**src/rtl/tvg_pkg.sv**
```systemverilog
// Shared types, constants and the fixed-point sine function of the torus vertex generator.
package tvg_pkg;

  localparam int MAX_SEGMENTS_DEF = 256;
  localparam int ANGLE_BITS_DEF   = 10;

  localparam int CFG_W    = 15;
  localparam int COUNT_W  = 9;
  localparam int FIELD_W  = 16;

  localparam logic [14:0] INNER_RESET = 15'd1126;
  localparam logic [14:0] OUTER_RESET = 15'd3482;
  localparam logic [8:0]  SIDES_RESET = 9'd20;
  localparam logic [8:0]  RINGS_RESET = 9'd20;

  localparam logic signed [15:0] Q14_ONE = 16'sd16384;

  localparam logic [14:0] QSINE [33] = '{
    15'd0,     15'd804,   15'd1606,  15'd2404,  15'd3196,  15'd3981,  15'd4756,  15'd5520,
    15'd6270,  15'd7005,  15'd7723,  15'd8423,  15'd9102,  15'd9760,  15'd10394, 15'd11003,
    15'd11585, 15'd12140, 15'd12665, 15'd13160, 15'd13623, 15'd14053, 15'd14449, 15'd14811,
    15'd15137, 15'd15426, 15'd15679, 15'd15893, 15'd16069, 15'd16207, 15'd16305, 15'd16364,
    15'd16384
  };

  typedef enum logic [1:0] {
    REG_INNER = 2'd0,
    REG_OUTER = 2'd1,
    REG_SIDES = 2'd2,
    REG_RINGS = 2'd3
  } cfg_reg_t;

  typedef enum logic [3:0] {
    S_IDLE, S_CHECK, S_DIV_RING, S_TRIG_NC, S_TRIG_NS, S_DIV_SIDE,
    S_TRIG_C, S_TRIG_S, S_MUL, S_OUT1, S_OUT2
  } state_t;

  typedef enum logic [2:0] {
    TRIG_NONE, TRIG_NEXT_COS, TRIG_NEXT_SIN, TRIG_SIDE_COS, TRIG_SIDE_SIN
  } trig_op_t;

  typedef enum logic [3:0] {
    MUL_DIST, MUL_ZPOS,
    MUL_NX_N, MUL_NY_N, MUL_PX_N, MUL_PY_N,
    MUL_NX_C, MUL_NY_C, MUL_PX_C, MUL_PY_C
  } mul_sel_t;

  typedef struct packed {
    logic     accept;
    logic     div_start;
    logic     div_ring;
    trig_op_t trig_op;
    logic     mul_en;
    mul_sel_t mul_sel;
    logic     load_out;
    logic     out_second;
    logic     commit;
  } tvg_cmd_t;

  typedef struct packed {
    logic side_zero;
    logic div_busy;
    logic out_free;
  } tvg_status_t;

  // Quarter-wave sine with linear interpolation, input 0..16384.
  function automatic logic [14:0] qsin(input logic [14:0] u);
    logic [5:0]  i;
    logic [8:0]  f;
    logic [9:0]  diff;
    logic [19:0] prod;
    begin
      i = u[14:9];
      f = u[8:0];
      if (i >= 6'd32) begin
        qsin = 15'd16384;
      end else begin
        diff = 10'(QSINE[i + 6'd1] - QSINE[i]);
        prod = 20'(diff) * 20'(f) + 20'd256;
        qsin = QSINE[i] + 15'(prod[19:9]);
      end
    end
  endfunction

  // Sine of a 16-bit phase (full turn = 65536), Q1.14 result.
  function automatic logic signed [15:0] sin16(input logic [15:0] p);
    logic [13:0]        r;
    logic [14:0]        m;
    logic signed [15:0] ms;
    begin
      r = p[13:0];
      if (p[14]) begin
        m = qsin(15'(15'd16384 - {1'b0, r}));
      end else begin
        m = qsin({1'b0, r});
      end
      ms = signed'({1'b0, m});
      sin16 = p[15] ? -ms : ms;
    end
  endfunction

endpackage

```
**src/rtl/tvg_controller.sv**
```systemverilog
// Sequencing state machine of the torus vertex generator.
module tvg_controller (
  input  logic                clk,
  input  logic                rst_n,
  input  logic                in_valid,
  output logic                in_ready,
  input  tvg_pkg::tvg_status_t status,
  output tvg_pkg::tvg_cmd_t   cmd
);

  tvg_pkg::state_t   state_r, state_nxt;
  tvg_pkg::mul_sel_t mul_idx_r, mul_idx_nxt;

  always_ff @(posedge clk) begin
    if (!rst_n) begin
      state_r   <= tvg_pkg::S_IDLE;
      mul_idx_r <= tvg_pkg::MUL_DIST;
    end else begin
      state_r   <= state_nxt;
      mul_idx_r <= mul_idx_nxt;
    end
  end

  always_comb begin
    state_nxt   = state_r;
    mul_idx_nxt = mul_idx_r;
    in_ready    = 1'b0;
    cmd         = '0;
    cmd.trig_op = tvg_pkg::TRIG_NONE;
    cmd.mul_sel = mul_idx_r;
    unique case (state_r)
      tvg_pkg::S_IDLE: begin
        in_ready = 1'b1;
        if (in_valid) begin
          cmd.accept = 1'b1;
          state_nxt  = tvg_pkg::S_CHECK;
        end
      end
      tvg_pkg::S_CHECK: begin
        cmd.div_start = 1'b1;
        if (status.side_zero) begin
          cmd.div_ring = 1'b1;
          state_nxt    = tvg_pkg::S_DIV_RING;
        end else begin
          state_nxt = tvg_pkg::S_DIV_SIDE;
        end
      end
      tvg_pkg::S_DIV_RING: begin
        if (!status.div_busy) state_nxt = tvg_pkg::S_TRIG_NC;
      end
      tvg_pkg::S_TRIG_NC: begin
        cmd.trig_op = tvg_pkg::TRIG_NEXT_COS;
        state_nxt   = tvg_pkg::S_TRIG_NS;
      end
      tvg_pkg::S_TRIG_NS: begin
        cmd.trig_op   = tvg_pkg::TRIG_NEXT_SIN;
        cmd.div_start = 1'b1;
        state_nxt     = tvg_pkg::S_DIV_SIDE;
      end
      tvg_pkg::S_DIV_SIDE: begin
        if (!status.div_busy) state_nxt = tvg_pkg::S_TRIG_C;
      end
      tvg_pkg::S_TRIG_C: begin
        cmd.trig_op = tvg_pkg::TRIG_SIDE_COS;
        state_nxt   = tvg_pkg::S_TRIG_S;
      end
      tvg_pkg::S_TRIG_S: begin
        cmd.trig_op = tvg_pkg::TRIG_SIDE_SIN;
        mul_idx_nxt = tvg_pkg::MUL_DIST;
        state_nxt   = tvg_pkg::S_MUL;
      end
      tvg_pkg::S_MUL: begin
        cmd.mul_en  = 1'b1;
        mul_idx_nxt = tvg_pkg::mul_sel_t'(mul_idx_r + 4'd1);
        if (mul_idx_r == tvg_pkg::MUL_PY_N) begin
          state_nxt = tvg_pkg::S_OUT1;
        end else if (mul_idx_r == tvg_pkg::MUL_PY_C) begin
          state_nxt = tvg_pkg::S_OUT2;
        end
      end
      tvg_pkg::S_OUT1: begin
        if (status.out_free) begin
          cmd.load_out = 1'b1;
          state_nxt    = tvg_pkg::S_MUL;
        end
      end
      tvg_pkg::S_OUT2: begin
        if (status.out_free) begin
          cmd.load_out   = 1'b1;
          cmd.out_second = 1'b1;
          cmd.commit     = 1'b1;
          state_nxt      = tvg_pkg::S_IDLE;
        end
      end
      default: state_nxt = tvg_pkg::S_IDLE;
    endcase
  end

endmodule

```
**src/rtl/tvg_datapath.sv**
```systemverilog
// Datapath of the torus vertex generator: registers, divider, sine unit, multiplier, output.
module tvg_datapath #(
  parameter int MAX_SEGMENTS = tvg_pkg::MAX_SEGMENTS_DEF,
  parameter int ANGLE_BITS   = tvg_pkg::ANGLE_BITS_DEF
) (
  input  logic                clk,
  input  logic                rst_n,
  input  logic                cfg_we,
  input  logic [1:0]          cfg_index,
  input  logic [14:0]         cfg_wdata,
  input  logic                in_restart,
  input  tvg_pkg::tvg_cmd_t   cmd,
  output tvg_pkg::tvg_status_t status,
  output logic                out_valid,
  input  logic                out_ready,
  output logic signed [15:0]  out_normal_x,
  output logic signed [15:0]  out_normal_y,
  output logic signed [15:0]  out_normal_z,
  output logic signed [15:0]  out_pos_x,
  output logic signed [15:0]  out_pos_y,
  output logic signed [15:0]  out_pos_z,
  output logic                out_strip_end,
  output logic                out_mesh_end,
  output logic                out_pair_last
);

  localparam int NW     = $clog2(MAX_SEGMENTS + 1);
  localparam int KW     = NW + 1;
  localparam int DW     = KW + ANGLE_BITS;
  localparam int CNTW   = $clog2(DW + 1);
  localparam int PH_PAD = 16 - ANGLE_BITS;

  logic [14:0] inner_r, outer_r;
  logic [8:0]  sides_r, rings_r;

  always_ff @(posedge clk) begin
    if (!rst_n) begin
      inner_r <= tvg_pkg::INNER_RESET;
      outer_r <= tvg_pkg::OUTER_RESET;
      sides_r <= tvg_pkg::SIDES_RESET;
      rings_r <= tvg_pkg::RINGS_RESET;
    end else if (cfg_we) begin
      unique case (tvg_pkg::cfg_reg_t'(cfg_index))
        tvg_pkg::REG_INNER: inner_r <= cfg_wdata;
        tvg_pkg::REG_OUTER: outer_r <= cfg_wdata;
        tvg_pkg::REG_SIDES: sides_r <= cfg_wdata[8:0];
        tvg_pkg::REG_RINGS: rings_r <= cfg_wdata[8:0];
        default: ;
      endcase
    end
  end

  logic [NW-1:0] ns, nr;
  always_comb begin
    if (sides_r < 9'd3) ns = NW'(3);
    else if (32'(sides_r) > MAX_SEGMENTS) ns = NW'(MAX_SEGMENTS);
    else ns = NW'(sides_r);
    if (rings_r < 9'd3) nr = NW'(3);
    else if (32'(rings_r) > MAX_SEGMENTS) nr = NW'(MAX_SEGMENTS);
    else nr = NW'(rings_r);
  end

  // Mesh position and ring trig values.
  logic [NW-1:0]      ring_r, side_r;
  logic signed [15:0] cos_cur_r, sin_cur_r, cos_next_r, sin_next_r;
  logic signed [15:0] cp_r, sp_r;
  logic               last_side, last_ring;

  assign last_side = side_r >= ns;
  assign last_ring = (KW'(ring_r) + KW'(1)) >= KW'(nr);

  // Serial long division of k * 2^ANGLE_BITS by the count.
  logic                  div_busy_r;
  logic [CNTW-1:0]       div_cnt_r;
  logic [DW-1:0]         div_num_r;
  logic [NW-1:0]         div_rem_r, div_den_r;
  logic [ANGLE_BITS-1:0] div_quo_r;
  logic [NW:0]           rem_sh;
  logic                  qbit;
  logic [KW-1:0]         div_k;

  assign div_k  = (cmd.div_ring ? KW'(ring_r) : KW'(side_r)) + KW'(1);
  assign rem_sh = {div_rem_r, div_num_r[DW-1]};
  assign qbit   = rem_sh >= {1'b0, div_den_r};

  always_ff @(posedge clk) begin
    if (!rst_n) begin
      div_busy_r <= 1'b0;
    end else if (cmd.div_start) begin
      div_busy_r <= 1'b1;
    end else if (div_busy_r && div_cnt_r == CNTW'(1)) begin
      div_busy_r <= 1'b0;
    end
  end

  always_ff @(posedge clk) begin
    if (cmd.div_start) begin
      div_num_r <= {div_k, ANGLE_BITS'(0)};
      div_den_r <= cmd.div_ring ? nr : ns;
      div_rem_r <= '0;
      div_cnt_r <= CNTW'(DW);
      div_quo_r <= '0;
    end else if (div_busy_r) begin
      div_num_r <= {div_num_r[DW-2:0], 1'b0};
      div_rem_r <= qbit ? NW'(rem_sh - {1'b0, div_den_r}) : rem_sh[NW-1:0];
      div_quo_r <= {div_quo_r[ANGLE_BITS-2:0], qbit};
      div_cnt_r <= div_cnt_r - CNTW'(1);
    end
  end

  // Sine unit.
  logic [15:0]        phase, trig_arg;
  logic signed [15:0] trig_val;

  assign phase = {div_quo_r, PH_PAD'(0)};
  always_comb begin
    if (cmd.trig_op == tvg_pkg::TRIG_NEXT_COS || cmd.trig_op == tvg_pkg::TRIG_SIDE_COS) begin
      trig_arg = phase + 16'd16384;
    end else begin
      trig_arg = phase;
    end
  end
  assign trig_val = tvg_pkg::sin16(trig_arg);

  // Shared multiplier with half-up rounding to Q.14.
  logic signed [17:0] dist_r;
  logic signed [15:0] zpos_r;
  logic signed [15:0] stg_nx_r, stg_ny_r, stg_px_r, stg_py_r;
  logic signed [17:0] ma, mb, inner_s, cp_s, sp_s;
  logic signed [35:0] prod, rsum;
  logic signed [21:0] rnd;
  logic signed [15:0] rnd_sat;

  assign inner_s = signed'({3'b000, inner_r});
  assign cp_s    = 18'(cp_r);
  assign sp_s    = 18'(sp_r);

  always_comb begin
    ma = 18'(cos_next_r);
    mb = cp_s;
    case (cmd.mul_sel)
      tvg_pkg::MUL_DIST: begin ma = inner_s;            mb = cp_s;   end
      tvg_pkg::MUL_ZPOS: begin ma = inner_s;            mb = sp_s;   end
      tvg_pkg::MUL_NX_N: begin ma = 18'(cos_next_r);    mb = cp_s;   end
      tvg_pkg::MUL_NY_N: begin ma = -18'(sin_next_r);   mb = cp_s;   end
      tvg_pkg::MUL_PX_N: begin ma = 18'(cos_next_r);    mb = dist_r; end
      tvg_pkg::MUL_PY_N: begin ma = -18'(sin_next_r);   mb = dist_r; end
      tvg_pkg::MUL_NX_C: begin ma = 18'(cos_cur_r);     mb = cp_s;   end
      tvg_pkg::MUL_NY_C: begin ma = -18'(sin_cur_r);    mb = cp_s;   end
      tvg_pkg::MUL_PX_C: begin ma = 18'(cos_cur_r);     mb = dist_r; end
      tvg_pkg::MUL_PY_C: begin ma = -18'(sin_cur_r);    mb = dist_r; end
      default: ;
    endcase
  end

  assign prod = ma * mb;
  assign rsum = prod + 36'sd8192;
  assign rnd  = rsum[35:14];

  always_comb begin
    if (rnd > 22'sd32767) rnd_sat = 16'sh7fff;
    else if (rnd < -22'sd32768) rnd_sat = -16'sh8000;
    else rnd_sat = rnd[15:0];
  end

  always_ff @(posedge clk) begin
    if (cmd.mul_en) begin
      case (cmd.mul_sel)
        tvg_pkg::MUL_DIST: dist_r <= 18'(outer_r) + rnd[17:0];
        tvg_pkg::MUL_ZPOS: zpos_r <= rnd[15:0];
        tvg_pkg::MUL_NX_N, tvg_pkg::MUL_NX_C: stg_nx_r <= rnd[15:0];
        tvg_pkg::MUL_NY_N, tvg_pkg::MUL_NY_C: stg_ny_r <= rnd[15:0];
        tvg_pkg::MUL_PX_N, tvg_pkg::MUL_PX_C: stg_px_r <= rnd_sat;
        tvg_pkg::MUL_PY_N, tvg_pkg::MUL_PY_C: stg_py_r <= rnd_sat;
        default: ;
      endcase
    end
  end

  always_ff @(posedge clk) begin
    case (cmd.trig_op)
      tvg_pkg::TRIG_SIDE_COS: cp_r <= trig_val;
      tvg_pkg::TRIG_SIDE_SIN: sp_r <= trig_val;
      default: ;
    endcase
  end

  always_ff @(posedge clk) begin
    if (!rst_n) begin
      ring_r     <= '0;
      side_r     <= '0;
      cos_cur_r  <= tvg_pkg::Q14_ONE;
      sin_cur_r  <= '0;
      cos_next_r <= '0;
      sin_next_r <= '0;
    end else begin
      if (cmd.accept && in_restart) begin
        ring_r    <= '0;
        side_r    <= '0;
        cos_cur_r <= tvg_pkg::Q14_ONE;
        sin_cur_r <= '0;
      end
      if (cmd.trig_op == tvg_pkg::TRIG_NEXT_COS) cos_next_r <= trig_val;
      if (cmd.trig_op == tvg_pkg::TRIG_NEXT_SIN) sin_next_r <= trig_val;
      if (cmd.commit) begin
        if (last_side) begin
          side_r    <= '0;
          cos_cur_r <= cos_next_r;
          sin_cur_r <= sin_next_r;
          ring_r    <= last_ring ? '0 : ring_r + NW'(1);
        end else begin
          side_r <= side_r + NW'(1);
        end
      end
    end
  end

  // Output register.
  logic out_valid_r;

  always_ff @(posedge clk) begin
    if (!rst_n) begin
      out_valid_r <= 1'b0;
    end else if (cmd.load_out) begin
      out_valid_r <= 1'b1;
    end else if (out_ready) begin
      out_valid_r <= 1'b0;
    end
  end

  always_ff @(posedge clk) begin
    if (cmd.load_out) begin
      out_normal_x  <= stg_nx_r;
      out_normal_y  <= stg_ny_r;
      out_normal_z  <= sp_r;
      out_pos_x     <= stg_px_r;
      out_pos_y     <= stg_py_r;
      out_pos_z     <= zpos_r;
      out_strip_end <= cmd.out_second && last_side;
      out_mesh_end  <= cmd.out_second && last_side && last_ring;
      out_pair_last <= cmd.out_second;
    end
  end

  assign out_valid        = out_valid_r;
  assign status.side_zero = side_r == '0;
  assign status.div_busy  = div_busy_r;
  assign status.out_free  = !out_valid_r || out_ready;

endmodule

```
**src/rtl/torus_vertex_generator_core.sv**
```systemverilog
// Top level of the torus vertex generator: controller plus datapath.
//
//   Channel  Signals                                   Direction  Transfer when
//   in       in_valid, in_ready, in_restart            input      in_valid && in_ready
//   out      out_valid, out_ready, out_normal_*, ...   output     out_valid && out_ready
//   cfg      cfg_we, cfg_index, cfg_wdata              input      cfg_we
//
// Each input transfer yields two output transfers: the vertex on the next ring angle,
// then the vertex on the current ring angle. An item passes through the accept and
// check steps, the serial angle divider, the cosine and sine lookups, ten products
// through the one shared multiplier and two output loads. The first pair of a strip
// also divides and looks up the next ring's angle before its own side angle.
// Reset is synchronous and active low; it restores the register defaults and ring 0.
// A stalled output holds the vertex in the output register; the next vertex is
// computed meanwhile and waits in staging registers, and a new input is taken as soon
// as the second vertex of the previous item is in the output register.
module torus_vertex_generator_core #(
  parameter int MAX_SEGMENTS = tvg_pkg::MAX_SEGMENTS_DEF,
  parameter int ANGLE_BITS   = tvg_pkg::ANGLE_BITS_DEF
) (
  input  logic               clk,
  input  logic               rst_n,
  input  logic               cfg_we,
  input  logic [1:0]         cfg_index,
  input  logic [14:0]        cfg_wdata,
  input  logic               in_valid,
  output logic               in_ready,
  input  logic               in_restart,
  output logic               out_valid,
  input  logic               out_ready,
  output logic signed [15:0] out_normal_x,
  output logic signed [15:0] out_normal_y,
  output logic signed [15:0] out_normal_z,
  output logic signed [15:0] out_pos_x,
  output logic signed [15:0] out_pos_y,
  output logic signed [15:0] out_pos_z,
  output logic               out_strip_end,
  output logic               out_mesh_end,
  output logic               out_pair_last
);

  // The controller steps the datapath through division, sine lookup and the
  // multiply sequence; the datapath reports only divider, position and output status.
  tvg_pkg::tvg_cmd_t    cmd;
  tvg_pkg::tvg_status_t status;

  tvg_controller u_ctrl (
    .clk      (clk),
    .rst_n    (rst_n),
    .in_valid (in_valid),
    .in_ready (in_ready),
    .status   (status),
    .cmd      (cmd)
  );

  tvg_datapath #(
    .MAX_SEGMENTS (MAX_SEGMENTS),
    .ANGLE_BITS   (ANGLE_BITS)
  ) u_dp (
    .clk           (clk),
    .rst_n         (rst_n),
    .cfg_we        (cfg_we),
    .cfg_index     (cfg_index),
    .cfg_wdata     (cfg_wdata),
    .in_restart    (in_restart),
    .cmd           (cmd),
    .status        (status),
    .out_valid     (out_valid),
    .out_ready     (out_ready),
    .out_normal_x  (out_normal_x),
    .out_normal_y  (out_normal_y),
    .out_normal_z  (out_normal_z),
    .out_pos_x     (out_pos_x),
    .out_pos_y     (out_pos_y),
    .out_pos_z     (out_pos_z),
    .out_strip_end (out_strip_end),
    .out_mesh_end  (out_mesh_end),
    .out_pair_last (out_pair_last)
  );

endmodule

```
**config.mk**
```make
export PLATFORM = sky130hd
export DESIGN_NAME = torus_vertex_generator_core
export DESIGN_NICKNAME = d
export VERILOG_FILES = /design/src/rtl/tvg_pkg.sv /design/src/rtl/tvg_controller.sv /design/src/rtl/tvg_datapath.sv /design/src/rtl/torus_vertex_generator_core.sv
export SDC_FILE = /design/constraint.sdc
export NUM_CORES = 2
export LEC_CHECK = 0
export BUFFER_PORTS_ARGS = -buffer_cell sky130_fd_sc_hd__buf_2
export CAP_MARGIN = 20
export CORE_ASPECT_RATIO = 0.5
export CORE_UTILIZATION = 65
export CTS_CLUSTER_DIAMETER = 80
export DETAILED_ROUTE_END_ITERATION = 7
export PLACE_DENSITY = 0.83
export SLEW_MARGIN = 10
export SYNTH_ARGS = -nofsm -noshare
export SYNTH_HDL_FRONTEND = slang
export SYNTH_SLANG_ARGS = --single-unit
```
**constraint.sdc**
```tcl
create_clock -name clk -period 12 [get_ports clk]
set_clock_uncertainty 0.2 [all_clocks]
set_input_delay 0.6 -clock clk [delete_from_list [all_inputs] [get_ports clk]]
set_output_delay 0.6 -clock clk [all_outputs]
set_load 0.02 [all_outputs]
```
==> out/metrics.cfg <==
[global_routing]
track_usage_pct = 34.9
grt_pass1_wl_um = 160000
grt_antenna_before_repair = 0
overflow = 0
grt_pass1_vias = 29400
grt_max_degree = 108

[cts]
cts_made_buffers = 38
cts_buffer_depth = 3
clk_latency_ns = 0.58
cts_sinks = 412
cts-root-buf = clkbuf_16
clk_pin_slew_worst_paths_ns = 0.07
hold_buffers = 0
htreeDepth = 2
cts_tree = yes

[die]
dieArea_mm2 = 0.0585
core-area_mm2 = 0.0561
start_util_pct = 66.5
die_h_um = 171
dieWidth_um = 341
rows = 61
io_pins = 124

[power]
p_leak_nw = 17.7
p_per_area_mw_per_mm2 = 318
clockPowerShare_pct = 10.0
max-vdd-ir-drop_v = 0.000652
p_sw_share_pct = 50.6
seq_power_share_pct = 15.3
pwr-share-comb_pct = 74.8
internal_power_w = 0.00628
p_total_w = 0.0127
switching_power_w = 0.00642

[sta]
tns_ns = 0
fmax_ghz = 0.0878
whs_ns = 0.0670
min_period_over_period_pct = 95.0
grt_setup_unrepaired = no
finalCriticalPeriod_ns = 11.39
hold_viol = 0
drv_slew = 0
setup_viol = 0
max-slew-margin-rel_pct = 16.1
worst_slew_pin_slew_ns = 1.25

[place]
port_buffers = 123
dpl.cell_count = 4836
dp_hpwl_um = 79100
gp_congestion = 1.00

[cells_and_area]
final_cell_mix = inv_1 (569), nand2_1 (556), fa_1 (356)
area_delta_synth_final_pct = 7.05
drive_above_1_share_pct = 7.37
nFillCells = 4242
finalNetCount = 4797
antennaDiodeCount = 0
layout_commonest_cell = inv_1
stdcell_count = 4910
final_core_util_pct = 71.2
regMostFlops = u_dp.dist_r
largest_register_ff_count = 18

[detailed_routing]
ant_nets = 0
routed_wirelength_um = 102000
viasPerCell = 6.17
drt_iter0_markers = 3190
detail_route.wl_per_cell_um = 20.8
num_vias = 30300
drcViolationCount = 0
drt_pass1_iterations = 6

[critical_path]
critPathLaunchType = flip-flop
cp-end-kind = flip-flop
worst_ep_arrival_time_ns = 11.49
crit_family = adder cells
slowest_delay_ns = 0.57
slowest_stage = fa_1
worstPathRequired_ns = 12.09
crit_path_max_fanout = 9
critPathKind = flip-flop to flip-flop
critPathBufInv = 6

[yosys]
synth.cell_area_mm2 = 0.0373
synth-edff-count = 248
synth-async-reset-ratio_pct = 0
synth_simple_gate_area_share_pct = 15.1
synth_xor_area_share_pct = 4.33
yosys_warnings = 0
synth-seq-cells = 412
ys_seq_area_share_pct = 28.7
synthesis.nets = 4775
postSynthAreaPerCell_um2 = 9.10
synth_top_family_by_area = adder cells
synth_cell_types = 89
synth-compound-area-share_pct = 13.5
dominantRegCellSynth = edfxtp_1
synth_fa_ha_area_share_pct = 28.9
synthMuxAreaShare_pct = 1.36
synthCells = 4102

[run_status]
outcome = finished, final reports clean

[hold_path]
hp-class = primary input to flip-flop

[flow_run]
maxCapViolCount = 0

-- logic make-up after synthesis --
family,Yosys count
muxes,49
and+or+nand+nor,1273
adders and majority gates,650
xor gates and xnor gates,183
AOI/OAI and AO/OA,754
buffers and inverters,781
DFF,412
-- worst min-delay path: stages --
cell and delay (ns):
buf_2 0.09, nand2_1 0.05, nand3_1 0.07
-- area by class of cell --
class | count | area (um^2) | share of cell area, %
inverter | 573 | 2150 | 5.38
multi-input combinational | 2909 | 23700 | 59.3
timing repair buffer | 190 | 1140 | 2.85
sequential | 412 | 10700 | 26.9
tap | 756 | 946 | 2.37
clock buffer | 51 | 1100 | 2.76
clock inverter | 19 | 188 | 0.470
-- metrics by stage --
stage,instance area [um^2],worst slack [ns]
detailed placement,38600,0.534
global route,40000,0.0453
global placement,38600,0.743
floorplan,37300,1.06
CTS,39900,0.556
finish,40000,0.605
-- worst paths after layout --
path | cells after the start | to | slack (ns) | start
setup reg to reg | 36 | u_dp.dist_r[15] | 0.61 | u_dp.sin_cur_r[6]
hold / removal | 3 | u_dp.inner_r[10] | 0.07 | cfg_wdata[10]
hold reg to reg | 0 | u_dp.out_pos_z[7] | 0.20 | u_dp.zpos_r[7]
setup / recovery | 36 | u_dp.dist_r[15] | 0.61 | u_dp.sin_cur_r[6]
-- Yosys cell counts (17+ instances only) --
| cell type | count | share of area (%) |
|---|---|---|
| nor2b_1 | 25 | 0.42 |
| inv_1 | 569 | 5.7 |
| a21boi_0 | 104 | 2.1 |
| clkbuf_1 | 184 | 1.9 |
| mux2i_1 | 44 | 1.2 |
| a22oi_1 | 34 | 0.68 |
| o21a_1 | 17 | 0.34 |
| nand3_1 | 98 | 1.3 |
| o21ai_0 | 137 | 1.8 |
| ha_1 | 294 | 9.9 |
| and3_1 | 24 | 0.40 |
| nor3_1 | 62 | 0.83 |
| nand2b_1 | 41 | 0.69 |
| a211oi_1 | 36 | 0.72 |
| xor2_1 | 62 | 1.5 |
| fa_1 | 356 | 19 |
| or3_1 | 17 | 0.28 |
| dfxtp_1 | 164 | 8.8 |
| a21oi_1 | 159 | 2.1 |
| a21o_1 | 54 | 1.1 |
| and2_1 | 36 | 0.60 |
| nor4_1 | 17 | 0.28 |
| nand2_1 | 556 | 5.6 |
| o211ai_1 | 56 | 1.1 |
| nor2_1 | 326 | 3.3 |
| edfxtp_1 | 248 | 20 |
| a31oi_1 | 17 | 0.28 |
| xnor2_1 | 119 | 2.8 |
-- repair_timing --
action                     CTS  global route
resized for setup            0             6
setup buffers                0             2
setup endpoints to repair    0            10
-- power by group through the flow --
stage	registers (W)	logic, W	clock network [W]
CTS	0.00194	0.00935	0.00127
floorplan	0.00194	0.00701	0
detailed placement	0.00197	0.00922	0
finish	0.00194	0.00950	0.00126
global route	0.00194	0.0105	0.00132
global placement	0.00196	0.00898	0
-- routing by layer --
metal	global-route usage (%)	vias up	share of wire [%]	wire [um]
met3	6.98	278	10	10600
li1	-	13700	-	-
met4	13.1	0	4.4	4490
met2	56.6	1684	45	46300
met5	0	-	0	0
met1	46.8	14700	40	40700
No activity file was read; power rests on OpenSTA's default activity.
